### config.mk
export PLATFORM = sky130hd
export DESIGN_NAME = heartbeat_watchdog_multi
export DESIGN_NICKNAME = d
export VERILOG_FILES = /design/src/hw/rtl/hbw_pkg.sv /design/src/hw/rtl/hbw_csr.sv /design/src/hw/rtl/hbw_eval.sv /design/src/hw/rtl/heartbeat_watchdog_multi.sv
export SDC_FILE = /design/constraint.sdc
export NUM_CORES = 1
export LEC_CHECK = 0
export BUFFER_PORTS_ARGS = -buffer_cell sky130_fd_sc_hd__buf_2
export CORE_MARGIN = 2
export CORE_UTILIZATION = 45
export DETAILED_ROUTE_END_ITERATION = 8
export PLACE_DENSITY = 0.77
export SYNTH_ARGS = -nofsm -noshare
export SYNTH_HDL_FRONTEND = slang
export SYNTH_SLANG_ARGS = --single-unit
### constraint.sdc
create_clock -name clock -period 4.75 [get_ports clock]
set_input_delay 0 -clock clock [delete_from_list [all_inputs] [get_ports clock]]
set_output_delay 0 -clock clock [all_outputs]
set_load 0.05 [all_outputs]
### src/hw/rtl/hbw_pkg.sv
package hbw_pkg;

   localparam int unsigned CHANNELS_DEF = 5;
   localparam int unsigned MASK_W       = 5;
   localparam int unsigned LIMIT_W      = 8;
   localparam int unsigned COUNT_W      = 9;
   localparam int unsigned CHAN_IDX_W   = 3;
   localparam int unsigned ADDR_W       = 3;
   localparam int unsigned DATA_W       = 32;
   localparam int unsigned REG_IDX_W    = 1;

   localparam logic [COUNT_W-1:0]    COUNT_MAX        = 9'd511;
   localparam logic [CHAN_IDX_W-1:0] NO_FAILURE       = 3'd7;
   localparam logic [LIMIT_W-1:0]    MISS_LIMIT_RESET = 8'd10;
   localparam logic [MASK_W-1:0]     CRITICAL_RESET   = 5'd7;

   localparam logic [REG_IDX_W-1:0] REG_MISS_LIMIT    = 1'b0;
   localparam logic [REG_IDX_W-1:0] REG_CRITICAL_MASK = 1'b1;

   typedef struct packed {
      logic [LIMIT_W-1:0] miss_limit;
      logic [MASK_W-1:0]  critical_mask;
   } cfg_type;

   typedef struct packed {
      logic [MASK_W-1:0]     clear_mask;
      logic [MASK_W-1:0]     restart_mask;
      logic [MASK_W-1:0]     kill_mask;
      logic                  shutdown;
      logic [CHAN_IDX_W-1:0] failed_channel;
   } result_type;

endpackage

### src/hw/rtl/hbw_csr.sv
module hbw_csr (
   input  logic                          clock,
   input  logic                          reset,
   input  logic                          psel,
   input  logic                          penable,
   input  logic                          pwrite,
   input  logic [hbw_pkg::ADDR_W-1:0]    paddr,
   input  logic [hbw_pkg::DATA_W-1:0]    pwdata,
   output logic [hbw_pkg::DATA_W-1:0]    prdata,
   output logic                          pready,
   output hbw_pkg::cfg_type              cfg
);
   import hbw_pkg::*;

   logic [LIMIT_W-1:0]   miss_limit_ff;
   logic [LIMIT_W-1:0]   miss_limit_in;
   logic [MASK_W-1:0]    critical_ff;
   logic [MASK_W-1:0]    critical_in;
   logic [REG_IDX_W-1:0] reg_idx;
   logic                 wr_en;

   assign pready  = 1'b1;
   assign reg_idx = paddr[ADDR_W-1:2];
   assign wr_en   = psel && penable && pwrite && pready;

   always_comb begin
      miss_limit_in = miss_limit_ff;
      critical_in   = critical_ff;
      if (wr_en) begin
         case (reg_idx)
            REG_MISS_LIMIT: begin
               miss_limit_in = pwdata[LIMIT_W-1:0];
            end
            REG_CRITICAL_MASK: begin
               critical_in = pwdata[MASK_W-1:0];
            end
            default: begin
               miss_limit_in = miss_limit_ff;
            end
         endcase
      end
   end

   always_comb begin
      case (reg_idx)
         REG_MISS_LIMIT: begin
            prdata = DATA_W'(miss_limit_ff);
         end
         REG_CRITICAL_MASK: begin
            prdata = DATA_W'(critical_ff);
         end
         default: begin
            prdata = '0;
         end
      endcase
   end

   always_ff @(posedge clock) begin
      if (reset) begin
         miss_limit_ff <= MISS_LIMIT_RESET;
         critical_ff   <= CRITICAL_RESET;
      end else begin
         miss_limit_ff <= miss_limit_in;
         critical_ff   <= critical_in;
      end
   end

   assign cfg.miss_limit    = miss_limit_ff;
   assign cfg.critical_mask = critical_ff;

endmodule

### src/hw/rtl/hbw_eval.sv
module hbw_eval #(
   parameter int unsigned CHANNELS = hbw_pkg::CHANNELS_DEF
) (
   input  logic [hbw_pkg::MASK_W-1:0]                   heartbeat_flags,
   input  logic [hbw_pkg::MASK_W-1:0]                   exited_flags,
   input  logic                                         shutdown_request,
   input  logic                                         halted,
   input  hbw_pkg::cfg_type                             cfg,
   input  logic [CHANNELS-1:0][hbw_pkg::COUNT_W-1:0]    count,
   output logic [CHANNELS-1:0][hbw_pkg::COUNT_W-1:0]    count_next,
   output hbw_pkg::result_type                          result
);
   import hbw_pkg::*;

   localparam int unsigned XW = (CHANNELS > MASK_W) ? CHANNELS : MASK_W;

   logic [XW-1:0]         hb_x;
   logic [XW-1:0]         ex_x;
   logic [XW-1:0]         crit_x;
   logic [XW-1:0]         clr_x;
   logic [XW-1:0]         rst_x;
   logic [XW-1:0]         kill_x;
   logic [COUNT_W-1:0]    inc;
   logic [CHAN_IDX_W-1:0] failed;
   logic                  blocked;
   logic                  stop;

   assign hb_x    = XW'(heartbeat_flags);
   assign ex_x    = XW'(exited_flags);
   assign crit_x  = XW'(cfg.critical_mask);
   assign blocked = halted || shutdown_request;

   // channels in index order, a critical failure ends the pass; none is visited while halted or on a shutdown request
   always_comb begin
      stop       = 1'b0;
      clr_x      = '0;
      rst_x      = '0;
      kill_x     = '0;
      failed     = NO_FAILURE;
      count_next = count;
      inc        = '0;
      for (int i = 0; i < CHANNELS; i++) begin
         inc = (count[i] == COUNT_MAX) ? count[i] : count[i] + 1'b1;
         if (!blocked && !stop) begin
            if (hb_x[i]) begin
               clr_x[i]      = 1'b1;
               count_next[i] = '0;
            end else if (inc > COUNT_W'(cfg.miss_limit)) begin
               if (crit_x[i]) begin
                  stop          = 1'b1;
                  failed        = CHAN_IDX_W'(i);
                  count_next[i] = inc;
               end else begin
                  rst_x[i]      = 1'b1;
                  kill_x[i]     = !ex_x[i];
                  count_next[i] = '0;
               end
            end else begin
               count_next[i] = inc;
            end
         end
      end
   end

   assign result.clear_mask     = clr_x[MASK_W-1:0];
   assign result.restart_mask   = rst_x[MASK_W-1:0];
   assign result.kill_mask      = kill_x[MASK_W-1:0];
   assign result.shutdown       = blocked || stop;
   assign result.failed_channel = failed;

endmodule

### src/hw/rtl/heartbeat_watchdog_multi.sv
// Multi-channel heartbeat watchdog. Each req_ transfer is one supervision tick;
// each tick yields exactly one rsp_ transfer with the clear, restart and kill
// masks, the shutdown flag and the index of the critical channel that failed
// (7 when none did). One tick is taken every clock cycle while req_ does not
// stall; a tick passes an input register, the channel evaluation logic and a
// result register, from which its result is offered. A stalled result holds the
// next tick in the input register, and req_ stalls until the result moves on.
// Per-channel miss counters and the halt flag update as a tick moves into the
// result register. Once halted, the block reports shutdown on every tick until
// reset. The user writes miss_limit (address 0) and critical_mask (address 4)
// through the APB port only while no tick is in flight; it is not enforced.
module heartbeat_watchdog_multi #(
   parameter int unsigned CHANNELS = hbw_pkg::CHANNELS_DEF
) (
   input  logic                              clock,
   input  logic                              reset,
   input  logic                              req_valid,
   output logic                              req_stall,
   input  logic [hbw_pkg::MASK_W-1:0]        req_heartbeat_flags,
   input  logic [hbw_pkg::MASK_W-1:0]        req_exited_flags,
   input  logic                              req_shutdown_request,
   output logic                              rsp_valid,
   input  logic                              rsp_stall,
   output logic [hbw_pkg::MASK_W-1:0]        rsp_clear_mask,
   output logic [hbw_pkg::MASK_W-1:0]        rsp_restart_mask,
   output logic [hbw_pkg::MASK_W-1:0]        rsp_kill_mask,
   output logic                              rsp_shutdown,
   output logic [hbw_pkg::CHAN_IDX_W-1:0]    rsp_failed_channel,
   input  logic                              psel,
   input  logic                              penable,
   input  logic                              pwrite,
   input  logic [hbw_pkg::ADDR_W-1:0]        paddr,
   input  logic [hbw_pkg::DATA_W-1:0]        pwdata,
   output logic [hbw_pkg::DATA_W-1:0]        prdata,
   output logic                              pready
);
   import hbw_pkg::*;

   cfg_type                           cfg;
   result_type                        result;
   result_type                        out_ff;
   logic [CHANNELS-1:0][COUNT_W-1:0]  count_ff;
   logic [CHANNELS-1:0][COUNT_W-1:0]  count_in;
   logic                              halted_ff;
   logic                              in_valid_ff;
   logic                              in_valid_in;
   logic                              out_valid_ff;
   logic                              out_valid_in;
   logic [MASK_W-1:0]                 hb_ff;
   logic [MASK_W-1:0]                 ex_ff;
   logic                              sreq_ff;
   logic                              advance;

   hbw_csr u_csr (
      .clock   (clock),
      .reset   (reset),
      .psel    (psel),
      .penable (penable),
      .pwrite  (pwrite),
      .paddr   (paddr),
      .pwdata  (pwdata),
      .prdata  (prdata),
      .pready  (pready),
      .cfg     (cfg)
   );

   hbw_eval #(
      .CHANNELS (CHANNELS)
   ) u_eval (
      .heartbeat_flags  (hb_ff),
      .exited_flags     (ex_ff),
      .shutdown_request (sreq_ff),
      .halted           (halted_ff),
      .cfg              (cfg),
      .count            (count_ff),
      .count_next       (count_in),
      .result           (result)
   );

   assign advance      = in_valid_ff && (!out_valid_ff || !rsp_stall);
   assign req_stall    = in_valid_ff && !advance;
   assign in_valid_in  = req_stall ? 1'b1 : req_valid;
   assign out_valid_in = advance || (out_valid_ff && rsp_stall);

   always_ff @(posedge clock) begin
      if (reset) begin
         in_valid_ff  <= 1'b0;
         out_valid_ff <= 1'b0;
         halted_ff    <= 1'b0;
         count_ff     <= '0;
      end else begin
         in_valid_ff  <= in_valid_in;
         out_valid_ff <= out_valid_in;
         if (advance) begin
            halted_ff <= result.shutdown;
            count_ff  <= count_in;
         end
      end
   end

   // payload registers
   always_ff @(posedge clock) begin
      if (req_valid && !req_stall) begin
         hb_ff   <= req_heartbeat_flags;
         ex_ff   <= req_exited_flags;
         sreq_ff <= req_shutdown_request;
      end
      if (advance) begin
         out_ff <= result;
      end
   end

   assign rsp_valid          = out_valid_ff;
   assign rsp_clear_mask     = out_ff.clear_mask;
   assign rsp_restart_mask   = out_ff.restart_mask;
   assign rsp_kill_mask      = out_ff.kill_mask;
   assign rsp_shutdown       = out_ff.shutdown;
   assign rsp_failed_channel = out_ff.failed_channel;

endmodule

==> results of run 1 <==
[logic make-up (layout without fill, tap and decap cells)]
group	Yosys count	count (layout)	synth area share (%)
AOI/OAI and AO/OA	121	121	14.9
adders and majority gates	45	45	10.1
DFF	91	91	38.0
and+or+nand+nor	240	240	22.7
xor gates and xnor gates	29	29	4.55
other	2	25	0.135
muxes	20	20	3.72
buffers and inverters	61	119	5.83
[worst paths after layout]
kind | slack (ns) | start | depth (start not counted) | to
setup / recovery | 0.39 | count_ff[27] | 16 | rsp_failed_channel[0]
hold / removal | 0.22 | reset | 3 | rsp_valid
setup reg to reg | 0.39 | count_ff[27] | 16 | rsp_failed_channel[0]
hold reg to reg | 0.48 | count_ff[17] | 2 | count_ff[17]
[where the power goes]
group | switching, W | total, W | internal [W]
combinational | 0.000149 | 0.000204 | 0.0000548
sequential | 0.0000133 | 0.000835 | 0.000822
clock | 0.000316 | 0.000675 | 0.000359
total | 0.000478 | 0.00171 | 0.00124
[final cells by class]
cell class	count	area, um2
clock buffer	9	225
clock inverter	7	48.8
fill	1063	5590
inverter	17	63.8
multi-input combinational	480	3240
sequential	91	2120
tap	168	210
timing repair buffer	86	561
[registers in the layout, indices dropped and copies added, names as in the netlist, 5 cells and up]
name / cells
rsp_kill_mask: 5
rsp_clear_mask: 5
rsp_restart_mask: 5
u_csr.miss_limit_ff: 8
ex_ff: 5
hb_ff: 5
u_csr.critical_ff: 5
count_ff: 45
[per-layer routing]
metal	routed length, um	share of wire, %	GRT usage [%]
met5	0	0	0
met2	6360	46	36.1
met1	6010	44	27.6
met4	367	2.7	9.32
met3	1050	7.6	4.48
[worst min-delay path: stages]
cell and delay, ns:
buf_2 0.11, buf_4 0.29, nor2_1 0.14
[cell usage in the layout, fill, tap and decap left out, drive strengths merged, types with 22 or more instances in the layout]
master | synthesis | routed
nand3 | 22 | 22
a21oi | 30 | 30
buf | 30 | 65
dfxtp | 61 | 61
conb | 2 | 25
nand2 | 56 | 56
edfxtp | 30 | 30
nand4 | 28 | 28
ha | 45 | 45
nor2 | 47 | 47
[synth_stat cells (3+ instances only)]
library cell	n
edfxtp_1	30
a22o_1	6
o21a_1	5
xnor2_1	20
and2_1	7
buf_1	3
nand4_1	28
nor4_1	6
inv_1	16
nand3_1	22
clkbuf_1	14
nor2b_1	12
a21o_1	3
o221ai_1	4
nand3b_1	5
o22a_1	3
nor3_1	9
a21oi_1	30
mux2i_1	14
buf_4	25
or3_1	3
nand2b_1	6
o21ai_0	20
nand2_1	56
nor3b_1	3
nor2_1	47
a32o_1	3
dfxtp_1	61
a31oi_1	7
o211ai_1	6
xor2_1	9
and4_1	4
and3_1	15
ha_1	45
mux2_2	6
or2_2	4
a22oi_1	12
a211oi_1	7
[stage by stage]
step,hold slack [ns],area (um2),util [%]
6_report,0.225,6470,53.6
5_1_grt,0.255,6470,53.6
4_1_cts,0.218,6460,53.5
3_5_place_dp,0.178,5970,49.5
3_3_place_gp,0.180,5970,49.5
2_1_floorplan,0.0989,5670,-
[what timing repair did]
item	4_1_cts	5_1_grt
hold endpoints to repair	26	0
endpoints found under the setup margin	0	1
hold buffers	21	0
setup buffers	0	0
gates resized for setup	0	2
==> metrics, run 1 <==
data required time of the critical path 4.81 ns; Seq cells post-synth 91; Cell Rows 40; Placed Cells incl. Taps 821; core area 12100 um2; CTS root buf clkbuf_16; Tcrit/Tclk final 91.8%; total congestion overflow 0; crit path kind reg2reg; total power 0.00171 W; Post-Syn Area 5580 um2; vias in the first global route 4752; CP Cell Sequence ha_1, nand3_1, nor3_1, buf_4, nand2_1, and4_1, nor2b_1, or2_2, ha_1, nand4_1, or2_2, a211oi_1, o22ai_1, or3_1, a21oi_1, o21ai_0; Synth Instances 609; Warnings, synthesis 0; Final Max Slew Viols 0; post-layout net count 783; largest net degree at the start of global routing 52; wire per inst 16.1 um; Setup TNS 0 ns; initial antenna violation count 0; Post-synth EDFFs 30; pwr dens 265 nW/um2; Vias 4934; Buf+Inv Stages, Crit Path 1; Initial Utilization 46.3%; Starting DRT DRC Count 409; CTS max path bufs 2; Via density 5.75; final cell count without fillers 858; fmax 0.229 GHz; Peak VDD IR 0.169 mV; asr flop ratio synth 0%; DRT antenna net count 0; # Max-Cap Violations 0; Port Buf Inserts 55; dpl ws 0.489 ns; CP peak stage delay 0.45 ns; Clk pin slew, worst setup/hold paths 0.07 ns; CTS H-Tree Depth 3; DRC violations left 0; die area 13300 um2; DP HPWL 9810 um; area share of the largest cell type after synthesis 21.9%; Slew HR 21.5%; CP max-delay cell dfxtp_1; Die W 115 um; Pleak 2.76 nW; setup ws final 0.390 ns; diode count 0; Primary FF master, synth dfxtp_1; Final min period 4.36 ns; unrepaired setup endpoints after global routing false; Final Hold Viols 0; gpl congestion 0.947; CTS Buf Count 9; DRT Wirelength 13800 um; CP Max Fanout 7; Arr. time, crit path 4.42 ns; Setup crit start kind register; worst hold path type in2reg; Crit path max-delay family simple AND/OR/NAND/NOR gates; I/O pins 107; sequential fraction of the synthesis area 38.0%; top cells by area, synth dfxtp_1, edfxtp_1, ha_1; Synth cell types 63; Area growth syn-to-layout 15.8%; Die H 115 um; Slew @ Worst Pin 1.17 ns; clock skew 0.00804 ns; global-route wire length before repair 22700 um; CTS Sinks 91; syn_area_per_cell 9.17 um2; crit end category register; Yosys top cell by area dfxtp_1; clk_lat worst skew 0.35 ns; share of layout cells above drive strength 1 14.2%; Tot GR Track Use 21.8%; status completed; Initial DRT Pass Iterations 7; final setup fails 0; CTS tree built
Power figures use the tool's default switching activity.
==> run 2, diff against run 1 <==
CORE_MARGIN = 1   (was 2)
MAX_ROUTING_LAYER = met4   (was unset)
==> metrics, run 2 (synthesis results as in run 1) <==
Largest Register count_ff; post-layout net count 783; FF+latch area 2120 um2; CP peak stage delay 0.54 ns; CTS max path bufs 2; most frequent cells in the layout dfxtp_1, nand2_1, buf_2; Slew @ Worst Pin 1.04 ns; crit end category register; initial antenna violation count 0; Pleak 2.76 nW; core area 12100 um2; global-route wire length before repair 23300 um; largest registers count_ff x45, u_csr.miss_limit_ff x8; CTS Buf Count 9; CP Max Fanout 15; wire per inst 16.7 um; RR Endpoint count_ff[29]; DRT Wirelength 14300 um; Switch Pwr 0.000462 W; reg-to-reg slack, setup 0.37 ns; CTS root buf clkbuf_16; Int Power 0.00133 W; crit path kind reg2reg; vias in the first global route 4798; sequential power share 46.6%; Hold Path Cell Cnt 3; CTS tree built; final non-filler cell area 6500 um2; clk_lat worst skew 0.35 ns; Final Max Slew Viols 0; Final min period 4.38 ns; Setup TNS 0 ns; clock skew 0.00499 ns; Final Hold Viols 0; Slew HR 30.5%; Clock power frac 42.0%; pwr dens 276 nW/um2; I/O pins 107; most common cell after layout, fill and taps aside dfxtp_1; diode count 0; final cell count without fillers 858; Die H 113 um; DRC violations left 0; CP startpoint count_ff[18]; Sw Share 25.7%; area occupied by multi-input gates 3240 um2; DRT antenna net count 0; Area growth syn-to-layout 16.5%; CTS Sinks 91; Vias 4965; Peak VDD IR 0.163 mV; CTS H-Tree Depth 3; Tot GR Track Use 23.9%; Clk pin slew, worst setup/hold paths 0.06 ns; DP HPWL 9850 um; Setup crit start kind register; Via density 5.79; data required time of the critical path 5.04 ns; Placed Cells incl. Taps 819; Initial DRT Pass Iterations 5; CP Cell Sequence ha_1, and2_1, and2_1, nand4_1, buf_4, mux2_2, ha_1, nand2_1, nor3_1, o21ai_0, a211oi_2, nor4_2, buf_4, nor2_1, a22o_1; Post-DP Area 5960 um2; Starting DRT DRC Count 326; die area 12900 um2; CP max-delay cell a211oi_2; Die W 113 um; Tcrit/Tclk final 92.2%; Arr. time, crit path 4.67 ns; # Max-Cap Violations 0; worst hold path type in2reg; hold_sp reset; final setup fails 0; unrepaired setup endpoints after global routing false; Port Buf Inserts 55; Reg2Reg Launch Point count_ff[18]; largest net degree at the start of global routing 53; Fill cells 1054; Largest register FFs 45; Initial Utilization 46.3%; gpl congestion 0.857; fmax 0.228 GHz; R2R cell count 15; Comb pwr share 11.4%; total congestion overflow 0; status completed; Worst Hold End count_ff[15]; Cell Rows 40; share of layout cells above drive strength 1 13.6%
[run 2: cell count changes in the layout (fill, tap and decap cells not counted)]
cell       delta
clkinv_4      +1
bufinv_16     +2
clkinv_1      +3
inv_4         -2
inv_6         -3
clkinv_2      -2
clkbuf_1      +1
[run 2: timing repair]
| item | CTS | global route |
|---|---|---|
| resized for setup | 0 | 2 |
| hold buffers | 21 | 0 |
| hold endpoints to repair | 26 | 0 |
| buffers inserted | 0 | 2 |
| endpoints found under the setup margin | 0 | 14 |
[run 2: area by class of cell]
class	instances	area share, %
clock buffers	10	3.52
flip-flops and latches	91	32.6
repair buffers	86	8.62
multi-input cells	480	49.8
well taps	168	3.23
inverters	17	0.981
clock inverters	6	1.23
[run 2: worst max-delay path: cells and delay by family, from the launching register on]
family / cells / cell delay (ns)
simple gates: 7 / 1.52
mux: 1 / 0.30
fa+ha+maj: 2 / 0.57
flops: 1 / 0.46
compound gates: 3 / 0.98
buf+inv: 2 / 0.48
[run 2: stage by stage]
step                utilization [%]  setup WS (ns)  hold WS [ns]  power (W)
detailed placement             49.4          0.400         0.178    0.00104
finish                         53.9          0.370         0.240    0.00180
global route                   53.9         0.0169         0.248    0.00186
floorplan                         -          0.726        0.0989    0.00101
CTS                            53.7          0.236         0.231    0.00180
global placement               49.4          0.597         0.180    0.00104
[run 2: layer usage]
layer  wire length [um]  share of wire (%)  global-route usage, %  vias up
li1                   -                  -                      -     2374
met1               6120                 43                   28.4     2368
met2               6990                 49                   39.8      203
met3                973                6.8                   6.00       20
met4                242                1.7                   8.07        0
met5                  0                  0                      -        -
[run 2: how the worst max path moves through the flow]
stage / endpoint / depth (start not counted)
after floorplan: rsp_failed_channel[0] / 15
after global placement: rsp_failed_channel[0] / 16
after detailed placement: count_ff[29] / 15
after CTS: count_ff[29] / 15
after global routing: count_ff[29] / 15
final: count_ff[29] / 15
[run 2: power by group through the flow]
stage	clock [W]	combinational, W	sequential, W
6_report	0.000754	0.000205	0.000836
5_1_grt	0.000799	0.000219	0.000837
4_1_cts	0.000764	0.000202	0.000835
3_5_place_dp	0	0.000188	0.000852
3_3_place_gp	0	0.000184	0.000851
2_1_floorplan	0	0.000137	0.000871
==> run 3, diff against run 2 <==
BUFFER_PORTS_ARGS = unset   (was -buffer_cell sky130_fd_sc_hd__buf_2)
DONT_BUFFER_PORTS = 1   (was unset)
PLACE_DENSITY = 0.7   (was 0.77)
==> metrics, run 3 (synthesis results as in run 1) <==
data required time of the critical path 4.81 ns; global-route wire length before repair 22000 um; DRT Wirelength 13500 um; Largest Register count_ff; share of layout cells above drive strength 1 5.85%; Final Max Slew Viols 0; CTS root buf clkbuf_16; worst hold path type in2reg; clk_lat worst skew 0.36 ns; Setup crit start kind register; CTS Sinks 91; status completed; Clk pin slew, worst setup/hold paths 0.06 ns; clock skew 0.00897 ns; post-CTS setup buffer count 0; Placed Cells incl. Taps 762; Starting DRT DRC Count 336; Vias 4703; CP Max Fanout 7; Peak VDD IR 0.261 mV; DP HPWL 9690 um; Pleak 2.54 nW; DRC violations left 0; Cell Rows 40; fmax 0.226 GHz; total congestion overflow 0; Tcrit/Tclk final 93.3%; CTS max path bufs 2; Post-DP Area 5670 um2; vias in the first global route 4433; die area 12900 um2; gpl congestion 0.932; final hold slack 0.0838 ns; diode count 0; Slew @ Worst Pin 1.06 ns; Port Buf Inserts 0; final cell count without fillers 801; wire per inst 16.9 um; Final min period 4.43 ns; Area growth syn-to-layout 11.6%; initial antenna violation count 0; largest registers count_ff x45, u_csr.miss_limit_ff x8; final setup fails 0; unrepaired setup endpoints after global routing false; CTS Buf Count 9; Largest register FFs 45; crit path kind reg2reg; # Max-Cap Violations 0; post-layout net count 726; most frequent cells in the layout dfxtp_1, nand2_1, nor2_1; CTS tree built; Die W 113 um; Fill cells 1123; Die H 113 um; Final Hold Viols 0; Slew HR 28.8%; Setup TNS 0 ns; most common cell after layout, fill and taps aside dfxtp_1; Tot GR Track Use 22.8%; DRT antenna net count 0; Via density 5.87; final non-filler cell area 6230 um2; largest net degree at the start of global routing 52; Initial DRT Pass Iterations 5; core area 12100 um2; CTS H-Tree Depth 3; I/O pins 107; pwr dens 287 nW/um2; crit end category register; Arr. time, crit path 4.50 ns; Initial Utilization 46.3%
==> run 3: cell type report <==
cell class,instances,area [um2],area share (%)
multi-input combinational,480,3230,51.9
clock inverter,7,90.1,1.45
sequential,91,2120,34.1
clock buffer,9,225,3.62
inverter,17,63.8,1.02
timing repair buffer,29,285,4.58
tap,168,210,3.37
==> run 3: final timing paths <==
| check | cells past startpoint | startpoint | end | slack, ns |
|---|---|---|---|---|
| setup reg to reg | 16 | count_ff[27] | rsp_failed_channel[0] | 0.32 |
| hold / removal | 2 | rsp_stall | rsp_restart_mask[0] | 0.08 |
| hold reg to reg | 2 | count_ff[17] | count_ff[17] | 0.48 |
| setup / recovery | 16 | count_ff[27] | rsp_failed_channel[0] | 0.32 |
==> run 3: routing by layer <==
metal	part of all wire [%]	vias to the layer above	track usage [%]	wire length, um
met5	0	-	-	0
met4	2.5	0	8.86	340
met3	7.6	25	6.38	1030
met2	46	181	35.6	6220
met1	44	2240	27.9	5910
li1	-	2257	-	-
==> run 3: worst max-delay path: stages, from the launching register on <==
cell      delay [ns]
dfxtp_1         0.47
ha_1            0.24
nand3_1         0.14
nor3_1          0.19
buf_4           0.16
nand2_1         0.15
and4_1          0.27
nor2b_1         0.14
or2_2           0.27
ha_1            0.32
nand4_1         0.11
or2_2           0.33
a211oi_1        0.37
o22ai_1         0.28
or3_1           0.43
a21oi_1         0.16
o21ai_0         0.10
==> run 3: report_power, final <==
| part | internal (W) | total [W] | switching [W] | leakage [nW] |
|---|---|---|---|---|
| registers | 0.000822 | 0.000859 | 0.0000363 | 0.770 |
| logic | 0.0000431 | 0.000161 | 0.000118 | 1.62 |
| clock network | 0.000459 | 0.000766 | 0.000308 | 0.151 |
==> run 3: repair_timing <==
action                                  4_1_cts  5_1_grt
endpoints found under the setup margin        0        2
hold buffers                                 23        0
endpoints found under the hold margin        69        0
gates resized for setup                       0        1
==> run 3: stage by stage <==
| stage | total power (W) | utilization [%] | setup WS (ns) |
|---|---|---|---|
| after CTS | 0.00179 | 51.6 | 0.318 |
| after floorplan | 0.00101 | - | 0.726 |
| after detailed placement | 0.00101 | 47.0 | 0.366 |
| after global routing | 0.00184 | 51.6 | 0.0619 |
| final | 0.00179 | 51.6 | 0.317 |
| after global placement | 0.00101 | 47.0 | 0.492 |
